File: config.mk
export PLATFORM = sky130hd
export DESIGN_NAME = clipped_transparent_sprite_blit
export DESIGN_NICKNAME = d
export VERILOG_FILES = /design/src/rtl/core/csb_pkg.sv /design/src/rtl/core/csb_queue.sv /design/src/rtl/core/csb_front.sv /design/src/rtl/core/csb_back.sv /design/src/rtl/core/clipped_transparent_sprite_blit.sv
export SDC_FILE = /design/constraint.sdc
export NUM_CORES = 1
export LEC_CHECK = 0
export BUFFER_PORTS_ARGS = -buffer_cell sky130_fd_sc_hd__buf_2
export CORE_UTILIZATION = 46
export CTS_CLUSTER_SIZE = 12
export DETAILED_ROUTE_END_ITERATION = 10
export GPL_TIMING_DRIVEN = 0
export PLACE_DENSITY_LB_ADDON = 0.12
export SETUP_SLACK_MARGIN = 0.1
export SYNTH_ARGS = -nofsm -noshare
export SYNTH_HDL_FRONTEND = slang
export SYNTH_SLANG_ARGS = --single-unit
export TNS_END_PERCENT = 50
File: constraint.sdc
create_clock -name clk -period 8.9 [get_ports clk]
set_input_delay 2.225 -clock clk [delete_from_list [all_inputs] [get_ports clk]]
set_output_delay 2.225 -clock clk [all_outputs]
set_load 0.01 [all_outputs]
File: src/rtl/core/csb_pkg.sv
// csb_pkg: shared types and constants for the clipped transparent sprite blit.
// Register indexes, field widths, reset values and the dimension clamp function.
// No dependencies.
package csb_pkg;

  localparam int unsigned REG_W       = 10;  // geometry register width
  localparam int unsigned ADDR_W      = 18;  // destination write address width
  localparam int unsigned IDX_W       = 3;   // register index width
  localparam int unsigned QUEUE_DEPTH = 4;   // front-to-back queue entries

  typedef enum logic [IDX_W-1:0] {
    REG_SRC_WIDTH   = 3'd0,
    REG_SRC_HEIGHT  = 3'd1,
    REG_DST_WIDTH   = 3'd2,
    REG_DST_HEIGHT  = 3'd3,
    REG_X_ORIGIN    = 3'd4,
    REG_Y_ORIGIN    = 3'd5,
    REG_TRANSPARENT = 3'd6
  } csb_reg_t;

  localparam logic [REG_W-1:0] SRC_WIDTH_RST  = 10'd16;
  localparam logic [REG_W-1:0] SRC_HEIGHT_RST = 10'd16;
  localparam logic [REG_W-1:0] DST_WIDTH_RST  = 10'd240;
  localparam logic [REG_W-1:0] DST_HEIGHT_RST = 10'd320;
  localparam logic [REG_W-1:0] OFFSET_RST     = 10'd0;

  // Geometry as seen by the datapath: dimensions already clamped.
  typedef struct packed {
    logic [REG_W-1:0] src_w;
    logic [REG_W-1:0] src_h;
    logic [REG_W-1:0] dst_w;
    logic [REG_W-1:0] dst_h;
    logic [REG_W-1:0] x_off;  // two's complement
    logic [REG_W-1:0] y_off;  // two's complement
  } csb_geom_t;

  // Zero reads as one, anything above max_dim reads as max_dim.
  function automatic logic [REG_W-1:0] eff_dim(input logic [REG_W-1:0] v,
                                               input int unsigned max_dim);
    logic [REG_W-1:0] r;
    if (v == '0) begin
      r = REG_W'(1);
    end else if (32'(v) > max_dim) begin
      r = REG_W'(max_dim);
    end else begin
      r = v;
    end
    return r;
  endfunction

endpackage

File: src/rtl/core/csb_queue.sv
// csb_queue: small register queue between the classify front and the address back.
// Depends on csb_pkg for its depth.
module csb_queue #(
  parameter int unsigned WIDTH = 36
) (
  input  logic             clk,
  input  logic             rst,
  input  logic             push,
  input  logic [WIDTH-1:0] push_data,
  output logic             full,
  output logic             pop_valid,
  input  logic             pop,
  output logic [WIDTH-1:0] pop_data
);

  localparam int unsigned DEPTH = csb_pkg::QUEUE_DEPTH;
  localparam int unsigned PTR_W = $clog2(DEPTH);
  localparam int unsigned CNT_W = $clog2(DEPTH + 1);

  logic [WIDTH-1:0] mem [DEPTH];
  logic [PTR_W-1:0] wr_ptr;
  logic [PTR_W-1:0] rd_ptr;
  logic [CNT_W-1:0] count;

  assign full      = (count == CNT_W'(DEPTH));
  assign pop_valid = (count != '0);
  assign pop_data  = mem[rd_ptr];

  always_ff @(posedge clk) begin
    if (push) begin
      mem[wr_ptr] <= push_data;
    end
  end

  always_ff @(posedge clk) begin
    if (rst) begin
      wr_ptr <= '0;
      rd_ptr <= '0;
      count  <= '0;
    end else begin
      if (push) begin
        wr_ptr <= (wr_ptr == PTR_W'(DEPTH - 1)) ? '0 : wr_ptr + 1'b1;
      end
      if (pop) begin
        rd_ptr <= (rd_ptr == PTR_W'(DEPTH - 1)) ? '0 : rd_ptr + 1'b1;
      end
      case ({push, pop})
        2'b10:   count <= count + 1'b1;
        2'b01:   count <= count - 1'b1;
        default: count <= count;
      endcase
    end
  end

  a_count_bound: assert property (@(posedge clk) disable iff (rst)
    count <= CNT_W'(DEPTH))
    else $error("queue count beyond depth");

  a_no_overflow: assert property (@(posedge clk) disable iff (rst)
    !(push && full && !pop))
    else $error("push into full queue");

  a_no_underflow: assert property (@(posedge clk) disable iff (rst)
    !(pop && !pop_valid))
    else $error("pop from empty queue");

endmodule

File: src/rtl/core/csb_front.sv
// csb_front: accepts source pixels, tracks sprite column/row, clips and color-keys.
// Kept pixels go to the queue as destination (row, column, pixel). Depends on csb_pkg.
module csb_front #(
  parameter int unsigned MAX_DIM    = 512,
  parameter int unsigned PIXEL_BITS = 16
) (
  input  logic                     clk,
  input  logic                     rst,
  input  csb_pkg::csb_geom_t       geom,
  input  logic [PIXEL_BITS-1:0]    key,
  input  logic                     in_valid,
  output logic                     in_ready,
  input  logic [PIXEL_BITS-1:0]    pixel,
  input  logic                     first,
  input  logic                     queue_full,
  output logic                     push,
  output logic [2*csb_pkg::REG_W+PIXEL_BITS-1:0] push_data
);

  localparam int unsigned REG_W = csb_pkg::REG_W;
  localparam int unsigned CNT_W = $clog2(MAX_DIM);
  // compare width: holds counter+1 and any dimension
  localparam int unsigned CW    = (CNT_W + 1 > REG_W) ? CNT_W + 1 : REG_W;
  localparam int unsigned SX_W  = CW + 1;

  logic [CNT_W-1:0]       col;
  logic [CNT_W-1:0]       row;
  logic [CNT_W-1:0]       col_next;
  logic [CNT_W-1:0]       row_next;
  logic [CNT_W-1:0]       col_cur;
  logic [CNT_W-1:0]       row_cur;
  logic [CW-1:0]          col_inc;
  logic [CW-1:0]          row_inc;
  logic signed [SX_W-1:0] dx;
  logic signed [SX_W-1:0] dy;
  logic                   in_x;
  logic                   in_y;
  logic                   in_sprite;
  logic                   keep;
  logic                   accept;

  assign in_ready = !queue_full;
  assign accept   = in_valid && in_ready;

  always_comb begin
    col_cur = first ? '0 : col;
    row_cur = first ? '0 : row;

    dx = SX_W'($signed(geom.x_off)) + $signed({1'b0, CW'(col_cur)});
    dy = SX_W'($signed(geom.y_off)) + $signed({1'b0, CW'(row_cur)});

    in_x = !dx[SX_W-1] && (dx[CW-1:0] < CW'(geom.dst_w));
    in_y = !dy[SX_W-1] && (dy[CW-1:0] < CW'(geom.dst_h));
    in_sprite = (CW'(col_cur) < CW'(geom.src_w)) && (CW'(row_cur) < CW'(geom.src_h));
    keep = in_sprite && in_x && in_y && (pixel != key);

    // raster advance, wrapping at the sprite edges
    col_inc = CW'(col_cur) + 1'b1;
    row_inc = CW'(row_cur) + 1'b1;
    if (col_inc >= CW'(geom.src_w)) begin
      col_next = '0;
      row_next = (row_inc >= CW'(geom.src_h)) ? '0 : row_inc[CNT_W-1:0];
    end else begin
      col_next = col_inc[CNT_W-1:0];
      row_next = row_cur;
    end
  end

  // in-range positions are below dst_w / dst_h, so REG_W bits hold them
  assign push      = accept && keep;
  assign push_data = {pixel, dx[REG_W-1:0], dy[REG_W-1:0]};

  always_ff @(posedge clk) begin
    if (rst) begin
      col <= '0;
      row <= '0;
    end else if (accept) begin
      col <= col_next;
      row <= row_next;
    end
  end

  a_first_restart: assert property (@(posedge clk) disable iff (rst)
    (accept && first) |=> (row == '0 || row == CNT_W'(1)))
    else $error("row not restarted by first-of-sprite");

endmodule

File: src/rtl/core/csb_back.sv
// csb_back: turns queued (row, column, pixel) into destination writes.
// Stage 1 multiplies row by pitch, stage 2 adds column into the output register. Depends on csb_pkg.
module csb_back #(
  parameter int unsigned PIXEL_BITS = 16
) (
  input  logic                     clk,
  input  logic                     rst,
  input  logic [csb_pkg::REG_W-1:0] dst_w,
  input  logic                     q_valid,
  output logic                     q_pop,
  input  logic [2*csb_pkg::REG_W+PIXEL_BITS-1:0] q_data,
  output logic                     out_valid,
  input  logic                     out_ready,
  output logic [csb_pkg::ADDR_W-1:0] out_addr,
  output logic [PIXEL_BITS-1:0]    out_pixel
);

  localparam int unsigned REG_W  = csb_pkg::REG_W;
  localparam int unsigned ADDR_W = csb_pkg::ADDR_W;
  localparam int unsigned PROD_W = 2 * REG_W;

  logic [REG_W-1:0]      q_dy;
  logic [REG_W-1:0]      q_dx;
  logic [PIXEL_BITS-1:0] q_pix;
  logic                  s1_valid;
  logic [PROD_W-1:0]     s1_prod;
  logic [REG_W-1:0]      s1_dx;
  logic [PIXEL_BITS-1:0] s1_pix;
  logic [PROD_W-1:0]     sum;
  logic                  out_adv;
  logic                  s1_adv;

  assign {q_pix, q_dx, q_dy} = q_data;

  assign out_adv = !out_valid || out_ready;
  assign s1_adv  = !s1_valid || out_adv;
  assign q_pop   = q_valid && s1_adv;
  assign sum     = s1_prod + PROD_W'(s1_dx);

  always_ff @(posedge clk) begin
    if (rst) begin
      s1_valid  <= 1'b0;
      out_valid <= 1'b0;
    end else begin
      if (s1_adv) begin
        s1_valid <= q_valid;
      end
      if (out_adv) begin
        out_valid <= s1_valid;
      end
    end
  end

  always_ff @(posedge clk) begin
    if (q_pop) begin
      s1_prod <= q_dy * dst_w;
      s1_dx   <= q_dx;
      s1_pix  <= q_pix;
    end
    if (out_adv && s1_valid) begin
      out_addr  <= sum[ADDR_W-1:0];
      out_pixel <= s1_pix;
    end
  end

  a_out_from_s1: assert property (@(posedge clk) disable iff (rst)
    $rose(out_valid) |-> $past(s1_valid))
    else $error("output valid without a stage 1 item");

endmodule

File: src/rtl/core/clipped_transparent_sprite_blit.sv
// Clipped, color-keyed sprite blit: one source pixel per transaction in, zero or one write out.
// Throughput: one pixel per clock; a kept pixel passes the queue, back stage 1 and the output register to m_tdata.
// The front stalls only when the 4-entry queue is full; the back stalls only on m_tready.
// Reset (rst, synchronous, active high) restores default geometry and color key, clears counters and queue.
// Depends on csb_pkg, csb_front, csb_queue, csb_back.
module clipped_transparent_sprite_blit #(
  parameter int unsigned MAX_DIM    = 512,
  parameter int unsigned PIXEL_BITS = 16
) (
  input  logic clk,
  input  logic rst,

  // configuration write port
  input  logic                            cfg_we,
  input  logic [csb_pkg::IDX_W-1:0]       cfg_addr,
  input  logic [((PIXEL_BITS > csb_pkg::REG_W) ? PIXEL_BITS : csb_pkg::REG_W)-1:0] cfg_data,

  // source pixel stream
  input  logic                            s_tvalid,
  output logic                            s_tready,
  input  logic [((PIXEL_BITS + 7) / 8) * 8 - 1:0] s_tdata,  // src_pixel
  input  logic                            s_tuser,          // first_of_sprite

  // destination write stream
  output logic                            m_tvalid,
  input  logic                            m_tready,
  // write_address [17:0], write_pixel above it, zero padded to whole bytes
  output logic [((csb_pkg::ADDR_W + PIXEL_BITS + 7) / 8) * 8 - 1:0] m_tdata
);

  localparam int unsigned REG_W  = csb_pkg::REG_W;
  localparam int unsigned ADDR_W = csb_pkg::ADDR_W;
  localparam int unsigned OUT_W  = ((ADDR_W + PIXEL_BITS + 7) / 8) * 8;
  localparam int unsigned Q_W    = 2 * REG_W + PIXEL_BITS;

  // raw configuration registers
  logic [REG_W-1:0]      src_width;
  logic [REG_W-1:0]      src_height;
  logic [REG_W-1:0]      dst_width;
  logic [REG_W-1:0]      dst_height;
  logic [REG_W-1:0]      x_origin;
  logic [REG_W-1:0]      y_origin;
  logic [PIXEL_BITS-1:0] transparent_color;

  csb_pkg::csb_geom_t    geom;

  logic                  push;
  logic [Q_W-1:0]        push_data;
  logic                  queue_full;
  logic                  q_valid;
  logic                  q_pop;
  logic [Q_W-1:0]        q_data;
  logic [ADDR_W-1:0]     out_addr;
  logic [PIXEL_BITS-1:0] out_pixel;

  // Config writes land immediately; the user must issue them only while the block is idle,
  // so no in-flight pixel sees a half-updated geometry. The block does not enforce this.
  always_ff @(posedge clk) begin
    if (rst) begin
      src_width         <= csb_pkg::SRC_WIDTH_RST;
      src_height        <= csb_pkg::SRC_HEIGHT_RST;
      dst_width         <= csb_pkg::DST_WIDTH_RST;
      dst_height        <= csb_pkg::DST_HEIGHT_RST;
      x_origin          <= csb_pkg::OFFSET_RST;
      y_origin          <= csb_pkg::OFFSET_RST;
      transparent_color <= {PIXEL_BITS{1'b1}};
    end else if (cfg_we) begin
      case (csb_pkg::csb_reg_t'(cfg_addr))
        csb_pkg::REG_SRC_WIDTH:   src_width         <= cfg_data[REG_W-1:0];
        csb_pkg::REG_SRC_HEIGHT:  src_height        <= cfg_data[REG_W-1:0];
        csb_pkg::REG_DST_WIDTH:   dst_width         <= cfg_data[REG_W-1:0];
        csb_pkg::REG_DST_HEIGHT:  dst_height        <= cfg_data[REG_W-1:0];
        csb_pkg::REG_X_ORIGIN:    x_origin          <= cfg_data[REG_W-1:0];
        csb_pkg::REG_Y_ORIGIN:    y_origin          <= cfg_data[REG_W-1:0];
        csb_pkg::REG_TRANSPARENT: transparent_color <= cfg_data[PIXEL_BITS-1:0];
        default: ;  // unmapped index: ignored
      endcase
    end
  end

  // Clamp dimensions once here; front and back see only legal sizes.
  always_comb begin
    geom.src_w = csb_pkg::eff_dim(src_width,  MAX_DIM);
    geom.src_h = csb_pkg::eff_dim(src_height, MAX_DIM);
    geom.dst_w = csb_pkg::eff_dim(dst_width,  MAX_DIM);
    geom.dst_h = csb_pkg::eff_dim(dst_height, MAX_DIM);
    geom.x_off = x_origin;
    geom.y_off = y_origin;
  end

  // Front: counters, clip window, color key. Dropped pixels never enter the queue.
  csb_front #(
    .MAX_DIM    (MAX_DIM),
    .PIXEL_BITS (PIXEL_BITS)
  ) u_front (
    .clk        (clk),
    .rst        (rst),
    .geom       (geom),
    .key        (transparent_color),
    .in_valid   (s_tvalid),
    .in_ready   (s_tready),
    .pixel      (s_tdata[PIXEL_BITS-1:0]),
    .first      (s_tuser),
    .queue_full (queue_full),
    .push       (push),
    .push_data  (push_data)
  );

  // Decouples the front, one pixel per clock while the queue is not full, from output back-pressure.
  csb_queue #(
    .WIDTH (Q_W)
  ) u_queue (
    .clk       (clk),
    .rst       (rst),
    .push      (push),
    .push_data (push_data),
    .full      (queue_full),
    .pop_valid (q_valid),
    .pop       (q_pop),
    .pop_data  (q_data)
  );

  // Back: row * pitch, then + column, into the output register.
  csb_back #(
    .PIXEL_BITS (PIXEL_BITS)
  ) u_back (
    .clk       (clk),
    .rst       (rst),
    .dst_w     (geom.dst_w),
    .q_valid   (q_valid),
    .q_pop     (q_pop),
    .q_data    (q_data),
    .out_valid (m_tvalid),
    .out_ready (m_tready),
    .out_addr  (out_addr),
    .out_pixel (out_pixel)
  );

  assign m_tdata = OUT_W'({out_pixel, out_addr});

endmodule

Word level (Yosys, flattened, before mapping). Memories as Yosys holds them, arrays and structs flattened. A register that Yosys moved wholly into a read port is not among the register bits. Index checks and enable logic that the tools add are counted.

Latch bits: 0. Register bits after elaboration: 181. Bits of input ports: 41. ROM bits: 0. Memories kept: 1. Output and inout bits: 42. RAM bits: 144. Logic and storage cells: 103.

Magnitude comparators: 10. Multiply operators: 1. Shift operators: 0. Muxes and demuxes: 20. Reductions and logical operators: 31. Divide/modulo/power cells: 0. $add $sub $neg: 9. Equality and inequality tests: 12. Bitwise gates (word level): 0.

Memory list: u_queue.mem (depth 4, bits a word 36, rd ports 1, clocked after Yosys merged registers in 1, wr ports 1, RTL line csb_queue.sv:20) `logic [WIDTH-1:0] mem [DEPTH];`.

Operator list (count): $mux W10 (8); $mux W9 (5); $gt A10 B10 Y1 const B (4); $logic_not A10 Y1 (4); $add A10 B10 Y11 (2); $add A9 B1 Y10 const B (2); $ge A10 B10 Y1 (2); $lt A10 B10 Y1 (2); $lt A9 B10 Y1 (2); $add A18 B10 Y18 (1); $mul A10 B10 Y18 (1); $ne A16 B16 Y1 (1); $reduce_and A2 Y1 (7); $eq A3 B3 Y1 const B (4); $logic_and A1 B1 Y1 (10); $mux W2 (4); $eq A2 B2 Y1 const B (3); $eq A3 B2 Y1 const B (2); $pmux W3 S2 (1); $logic_not A1 Y1 (5); $add A2 B1 Y2 const B (2); $add A3 B1 Y3 const B (1); $eq A3 B1 Y1 const B (1); $logic_not A3 Y1 (1); 6 further kinds (8).

Depth between registers and ports, before layout. Gate-level depths: netlist (run 1).

Depth in word-level cells: 11. Mapped depth: 25. Depth with buffers taken out: 25.

By module. Synthesis (run 1) repeated with hierarchy kept, for this count alone.

Cell total of the unflattened synthesis: 1645. Area total of the unflattened synthesis: 18775.5 µm².

Modules (own cells, without submodules): csb_back (times used 1, area each 6288.5 µm², seq. area each 2382.3 µm², cells an instance 541); csb_queue (times used 1, area each 5698.0 µm², seq. area each 4504.3 µm², cells an instance 236); csb_front (times used 1, area each 3601.0 µm², seq. area each 360.3 µm², cells an instance 475); clipped_transparent_sprite_blit (times used 1, area each 3188.1 µm², seq. area each 1521.5 µm², cells an instance 393).

Worst setup path before layout (run 1). Ideal clock, no wire load.

Kind: in2reg. From: input s_tuser. To: memory u_queue.mem[0][0] (enable). Stages on the path: 19. Data required time: 8.471 ns. Setup slack: 1.194 ns. Arrival time: 7.276 ns. Buffers on the path: 2. Setup time: 0.429 ns. Path through: clkbuf_1 -> clkbuf_1 -> nor2b_1 -> ha_1 -> o21a_1 -> o31a_1 -> or3_1 -> a21oi_1 -> inv_1 -> a21oi_1 -> xnor2_1 -> ha_1 -> and3_1 -> a2111oi_0 -> and4_1 -> nand4_1 -> a21oi_2 -> nand3_4 -> nor2_1.

Word-level cells in the longest chain between the ends: 10. Elaborated cells on any way between the ends: 19. Classes of those cells: add/sub: 2; order compare: 4; mux: 4; reduce/logical: 9.

RTL lines: start: declaration (RTL line clipped_transparent_sprite_blit.sv:22) `input logic s_tuser,`; $mux W9 (RTL line csb_front.sv:46) `col_cur = first ? '0 : col;`; $add A10 B10 Y11 (RTL line csb_front.sv:49) `dx = SX_W'($signed(geom.x_off)) + $signed({1'b0, CW'(col_cur)});`; via push_data[18] (RTL line clipped_transparent_sprite_blit.sv:48) `logic [Q_W-1:0] push_data;`; $lt A10 B10 Y1 (RTL line csb_front.sv:52) `in_x = !dx[SX_W-1] && (dx[CW-1:0] < CW'(geom.dst_w));`; $logic_and A1 B1 Y1 (RTL line csb_front.sv:52); $logic_and A1 B1 Y1 (3 in a row) (RTL line csb_front.sv:55) `keep = in_sprite && in_x && in_y && (pixel != key);`; $logic_and A1 B1 Y1 (RTL line csb_front.sv:70) `assign push = accept && keep;`; $mux W1 (RTL line csb_queue.sv:30) `if (push) begin`; $mux W1 (not written as such) (RTL line csb_queue.sv:31) `mem[wr_ptr] <= push_data;`; end: declaration (RTL line csb_queue.sv:20).

The timed path passes the listed nets, and every way through them passes these cells.

Worst setup path in the final report (run 1).
From: input s_tuser. To: memory u_queue.mem[1][5] (enable).

The elaborated chain is that of the path after synthesis.

==> results of run 1 <==
per-layer routing:
layer | wire length [um] | track usage | vias to the layer above
met1 | 18340 | 0.2813 | 5769
li1 | - | - | 5792
met3 | 1474 | 0.02831 | 66
met2 | 18940 | 0.3582 | 216
met4 | 1166 | 0.07094 | 0
met5 | 0 | 0 | -
kinds of logic (layout without fill, tap and decap cells):
logic type,after synthesis,count (layout),share of synthesized area
other,1,6,0.0002102
AO/OA/AOI/OAI,214,214,0.07421
flip-flops,327,327,0.4915
buffers and inverters,153,297,0.03381
adder cells (fa/ha/maj),203,203,0.1697
XOR/XNOR,74,74,0.03633
AND/OR/NAND/NOR,560,560,0.1460
multiplexers,48,48,0.04812
placed cells by master, fill, tap and decap left out, types with 7 or more instances in the layout:
cell type    n
a21o_1      17
a21oi_1     97
a22o_1       7
and3_1      13
buf_2       78
clkbuf_1    37
clkbuf_16   38
clkinv_1    12
clkinv_2     7
dfxtp_1    105
edfxtp_1   222
fa_1        65
ha_1       138
inv_1      103
mux2_2       8
mux2i_1     10
mux4_2      29
nand2_1    260
nand2b_1    12
nand3_1     28
nand3b_1    24
nand4_1     10
nor2_1     115
nor2b_1     39
nor3_1      16
nor4_1      12
o21a_1      21
o21ai_0     23
xnor2_1     33
xor2_1      41
final cells by class:
cell class	instances	area (um^2)
Fill cell	3302	17750
Sequential cell	327	8768
Multi-Input combinational cell	1105	8534
Clock buffer	46	980.9
Tap cell	511	639.4
Timing Repair Buffer	79	485.5
Inverter	111	416.7
Buffer	42	186.4
Clock inverter	19	167.7
power groups by stage:
stage	Clock [uW]	Sequential, uW	Combinational [uW]
global placement	0	2310	4120
detailed placement	0	2280	4210
CTS	1470	2260	4260
finish	1440	2250	4170
global route	1530	2280	4770
floorplan	0	2320	3220
registers in the layout (all words and copies together) (netlist names), 2 cells and up, named ones only:
register	cells
u_back.out_addr	18
src_width	10
transparent_color	16
dst_width	10
u_queue.mem	144
dst_height	10
u_front.row	9
u_front.col	9
u_back.s1_dx	10
u_queue.rd_ptr	2
u_back.s1_prod	18
u_queue.wr_ptr	2
u_back.s1_pix	16
u_queue.count	3
x_origin	10
y_origin	10
src_height	10
u_back.out_pixel	16
per-stage QoR:
step	util	hold WS, ns	TNS [ns]
after global placement	0.4972	0.4030	-174.92
final	0.5320	0.4160	0
after CTS	0.5320	0.4184	0
after global routing	0.5320	0.4189	0
after floorplan	-	0.4003	0
after detailed placement	0.5017	0.4045	0
path summary, 6_finish.rpt:
| path | start | endpoint | depth (start not counted) |
|---|---|---|---|
| max | s_tuser | u_queue.mem[1][5]$_DFFE_PP_ | 21 |
| min reg2reg | u_back.s1_pix[4]$_DFFE_PP_ | u_back.out_pixel[4]$_DFFE_PP_ | 0 |
| max reg2reg | flip-flop | u_back.s1_prod[17]$_DFFE_PP_ | 22 |
| min | u_back.s1_pix[4]$_DFFE_PP_ | u_back.out_pixel[4]$_DFFE_PP_ | 0 |
==> results by group, run 1 <==
Logic synthesis
  – #FFs+latches synth: 327
  – Post-synth cell types: 65
  – Area leader, netlist: edfxtp_1
  – Most frequent cells after synthesis: nand2_1, edfxtp_1, ha_1
  – Synth warn: 0
  – Mapped cell area: 17840 um^2
  – Most common cell in the synthesized netlist: nand2_1
  – Post-synthesis async set-or-reset flop share: 0
  – Dominant cells by area after synthesis: edfxtp_1, dfxtp_1, ha_1, fa_1, nand2_1
  – Syn Area/Cell: 11.29 um^2
  – Ys flop type: edfxtp_1
  – Post-synthesis sequential area ratio: 0.4915
  – Post-synthesis cell count: 1580
  – Post-synth top area share: 0.3737
  – Post-synth EDFFs: 222

Global route
  – Largest net degree at the start of global routing: 33
  – Vias in the first global route: 12.02k
  – Initial antenna violation count: 0
  – Global-route congestion overflow total: 0
  – Global Route Usage Sum: 0.2123
  – Global-route wire length before repair: 64430 um

Power
  – Logic pwr share: 0.531
  – Total power: 7863 uW
  – Pwr/cell area: 389.7 nW/um^2
  – Internal: 4818 uW
  – Leakage: 0.008061 uW
  – Max IR drop VDD: 0.2877 mV
  – Power share of the clock group: 0.183
  – Switching pwr: 3045 uW
  – Sequential share of power: 0.286
  – Sw frac: 0.3872

Timing
  – Setup ws final: 1.260 ns
  – Fin Clk Skew: 0.02577 ns
  – Period utilisation layout: 0.8585
  – Slew @ Worst Pin: 1.112 ns
  – RSZ-0062 raised after global routing: false
  – Fmax: 0.1309 GHz
  – Rel. slew slack: 0.2532
  – Max Slew Vio Count: 0
  – # setup viols final: 0
  – Final hold violation count: 0
  – Tmin final: 7.641 ns

Final layout
  – Layout overhead on the synthesized area: 13.12%
  – Post-Layout Cell Count: 2240
  – Layout cells sized above 1: 0.1168
  – Final Cell Area: 20180 um^2
  – N_diodes: 0
  – Nets: 1948

CTS
  – CTS tree: yes
  – # hold bufs at CTS: 0
  – Worst-path clk slew: 0.05 ns
  – Post-cts sizing count: 0
  – H-tree Lvls: 2
  – Clock Latency Late Sink: 0.55 ns
  – Max clock buf depth: 3
  – CTS root buffer: clkbuf_16
  – CTS sink cnt: 327
  – CTS Buf Count: 38
  – Post-CTS setup buffers: 0

Critical path
  – Worst-path fanout max: 21
  – Critical-path cell list: buf_2 -> clkbuf_1 -> clkbuf_1 -> nor2b_1 -> ha_1 -> o21a_1 -> o31a_1 -> or3_1 -> a21oi_1 -> inv_1 -> a21oi_1 -> xnor2_1 -> ha_1 -> and3_1 -> a2111oi_0 -> and4_1 -> nand4_1 -> a21oi_2 -> nand3_4 -> nor2_4 -> buf_12
  – Arr. time, crit path: 7.87 ns
  – Crit Path Class: input pin to flip-flop
  – Slowest cell delay on critical path: 0.61 ns
  – CP top delay family: simple AND/OR/NAND/NOR gates
  – CP Capture Type: flip-flop
  – CP Data Required Time: 9.13 ns
  – CP Launch Type: input pin
  – CP bufs+invs: 5
  – Reg2Reg Setup Slack: 2.27 ns
  – CP max-delay cell: nor2_4

Floorplanning
  – FP Rows: 71
  – Die Y: 198.9 um
  – Initial Util: 0.4703
  – Core area: 37930 um^2
  – Top Ports: 83
  – DIE WIDTH: 198.9 um
  – Die area: 39570 um^2

Routing
  – DRT Pass-1 Iters: 6
  – Via density: 5.287
  – Final WL: 39920 um
  – Routed vias: 11.84k
  – Drt wl/cell: 17.82 um
  – Antenna Nets Post-Route: 0
  – DR iter-0 viols: 526
  – Post-route DRC: 0

Placed design
  – Port bufs: 73
  – Post-placement cell count: 2175
  – Dpl cell area: 19030 um^2
  – Worst slack at placement: 0.7301 ns
  – RePlAce Congestion: 0.8586
  – Dpl hpwl: 30540 um

Job
  – Max Cap Viol: 0

Status
  – Outcome: finished clean

Worst hold path
  – Worst min path class: flip-flop to flip-flop
No activity file was read; power rests on OpenSTA's default activity.
==> run 2: changes to the inputs <==
--- a/config.mk
+++ b/config.mk
@@ -7,4 +7,6 @@
 export LEC_CHECK = 0
 export BUFFER_PORTS_ARGS = -buffer_cell sky130_fd_sc_hd__buf_2
+export CELL_PAD_IN_SITES_DETAIL_PLACEMENT = 0
+export CELL_PAD_IN_SITES_GLOBAL_PLACEMENT = 1
 export CORE_UTILIZATION = 46
 export CTS_CLUSTER_SIZE = 12
==> constraint.sdc (replaced) <==
create_clock -name clk -period 8.9 [get_ports clk]
set_input_delay 2.225 -clock clk [delete_from_list [all_inputs] [get_ports clk]]
set_output_delay 2.225 -clock clk [all_outputs]
set_load 0.02 [all_outputs]
==> run 2 against run 1 <==
Net effect: via count down 0.93%; register-to-register slack got worse by 0.02 ns; power up 2.4%; count of clock-buffer cells in the layout grew 6; sequential share of layout area shrank 0.28 points; sequential power about the same; flip-flop and latch count did not move; setup slack lost 0.13 ns; largest cell class unchanged; largest power group unchanged; highest routed layer unchanged.
==> results by group, run 2 (synthesis results as in run 1) <==
Status
  – Outcome: finished clean

Floorplanning
  – FP Rows: 71
  – Die Y: 198.9 um
  – Top Ports: 83
  – Die area: 39570 um^2
  – DIE WIDTH: 198.9 um
  – Core area: 37930 um^2
  – Initial Util: 0.4703

Global route
  – Global-route congestion overflow total: 0
  – Initial antenna violation count: 0
  – Global Route Usage Sum: 0.2175
  – Global-route wire length before repair: 65370 um
  – Vias in the first global route: 11.91k
  – Largest net degree at the start of global routing: 33

Worst hold path
  – Worst min path class: flip-flop to flip-flop
  – WHS Path Cells: 0
  – Hold endpoint: u_back.out_pixel[15]$_DFFE_PP_
  – Min-delay src: u_back.s1_pix[15]$_DFFE_PP_

Routing
  – Post-route DRC: 0
  – DR iter-0 viols: 580
  – Drt wl/cell: 18.29 um
  – DRT Pass-1 Iters: 6
  – Via density: 5.222
  – Antenna Nets Post-Route: 0
  – Final WL: 41090 um
  – Routed vias: 11.73k

Critical path
  – Worst-path fanout max: 10
  – CP Capture Type: flip-flop
  – Crit Path Class: input pin to flip-flop
  – Reg2Reg Setup Slack: 2.25 ns
  – Arr. time, crit path: 8.21 ns
  – CP Launch Type: input pin
  – RR Endpoint: u_back.s1_prod[17]$_DFFE_PP_
  – Worst r2r path cells: 22
  – CP Data Required Time: 9.35 ns

Final layout
  – Post-Layout Cell Count: 2247
  – Nets: 1949
  – Final Cell Area: 20310 um^2
  – Layout overhead on the synthesized area: 13.85%
  – Top reg by flops: u_queue.mem
  – Most common cell after layout, fill and taps aside: nand2_1
  – Max FFs per register: 144
  – Largest regs: u_queue.mem x144, u_back.out_addr x18, u_back.s1_prod x18
  – N_diodes: 0
  – Layout cells sized above 1: 0.1181
  – Most frequent cells in the layout: nand2_1, edfxtp_1, ha_1

Placed design
  – Post-placement cell count: 2175
  – Dpl cell area: 19030 um^2
  – RePlAce Congestion: 0.8492
  – Port bufs: 73
  – Dpl hpwl: 30830 um

Timing
  – Slew @ Worst Pin: 1.063 ns
  – Max Slew Vio Count: 0
  – Fin Clk Skew: 0.01773 ns
  – Post-route setup TNS: 0 ns
  – Final hold violation count: 0
  – Period utilisation layout: 0.8727
  – # setup viols final: 0
  – WHS: 0.4170 ns
  – Fmax: 0.1287 GHz
  – RSZ-0062 raised after global routing: false
  – Rel. slew slack: 0.2861
  – Tmin final: 7.767 ns

Power
  – Max IR drop VDD: 0.3590 mV
  – Pwr/cell area: 396.5 nW/um^2
  – Leakage: 0.008128 uW
  – Total power: 8052 uW

CTS
  – CTS sink cnt: 327
  – CTS Buf Count: 39
  – Post-cts sizing count: 0
  – CTS tree: yes
  – Post-CTS setup buffers: 0
  – Worst-path clk slew: 0.06 ns
  – # hold bufs at CTS: 0
  – Max clock buf depth: 3
  – CTS root buffer: clkbuf_16
  – H-tree Lvls: 2
  – Clock Latency Late Sink: 0.53 ns

Job
  – Max Cap Viol: 0
-- run 2: cell count changes in the layout (fill, tap and decap cells not counted) --
cell	previous run	this run
bufinv_16	1	4
clkbuf_1	37	40
clkbuf_16	38	40
clkinvlp_4	3	1
inv_16	2	0
clkbuf_8	0	1
clkinv_1	12	13
clkinv_2	7	6
inv_6	1	2
inv_8	0	1
-- run 2: final cells by class --
class	instances	area (um^2)
Buffer	42	186.4
Tap cell	511	639.4
Clock inverter	20	221.5
Multi-Input combinational cell	1105	8534
Inverter	111	416.7
Fill cell	3407	17620
Timing Repair Buffer	79	485.5
Clock buffer	52	1056
Sequential cell	327	8768
-- run 2: critical path, stage by stage --
cell,delay (ns)
buf_2,0.19
clkbuf_1,0.44
clkbuf_1,0.49
nor2b_1,0.20
ha_1,0.37
o21a_1,0.20
o31a_1,0.12
or3_1,0.33
a21oi_1,0.24
inv_1,0.06
a21oi_1,0.18
xnor2_1,0.28
ha_1,0.34
and3_1,0.17
a2111oi_0,0.44
and4_1,0.25
nand4_1,0.18
a21oi_2,0.22
nand3_4,0.20
ha_1,0.31
inv_1,0.07
fa_1,0.17
xor2_1,0.07
or3_1,0.30
a21oi_1,0.14
-- run 2: metal layers --
layer / GRT usage / part of all wire / up-vias / wire (um)
met5: 0 / 0 / - / 0
met4: 0.04957 / 0.017 / 0 / 719
met3: 0.02730 / 0.039 / 47 / 1585
met2: 0.3819 / 0.49 / 202 / 20240
met1: 0.2854 / 0.45 / 5689 / 18550
li1: - / - / 5795 / -
-- run 2: metrics by stage --
step	setup WS, ns	util
2_1_floorplan	1.194	-
3_3_place_gp	-1.389	0.4972
3_5_place_dp	0.6103	0.5017
4_1_cts	1.140	0.5354
5_1_grt	0.7758	0.5354
6_report	1.133	0.5354
-- run 2: power breakdown --
| group | switching (uW) | internal, uW | leakage (uW) |
|---|---|---|---|
| Combinational | 2400 | 1820 | 0.00458 |
| Clock | 620 | 957 | 0.000623 |
| Sequential | 83.3 | 2170 | 0.00293 |
-- run 2: worst max-delay path by stage --
stage	start	endpoint	slack, ns	cells past startpoint
6_report	s_tuser	u_queue.count[2]$_SDFFE_PP0P_	1.13	25
5_1_grt	s_tuser	u_queue.count[2]$_SDFFE_PP0P_	0.78	22
4_1_cts	s_tuser	u_queue.count[2]$_SDFFE_PP0P_	1.14	22
3_5_place_dp	s_tuser	u_queue.count[2]$_SDFFE_PP0P_	0.61	22
3_3_place_gp	s_tuser	u_queue.mem[1][3]$_DFFE_PP_	-1.39	20
2_1_floorplan	s_tuser	u_queue.mem[0][0]$_DFFE_PP_	1.19	19
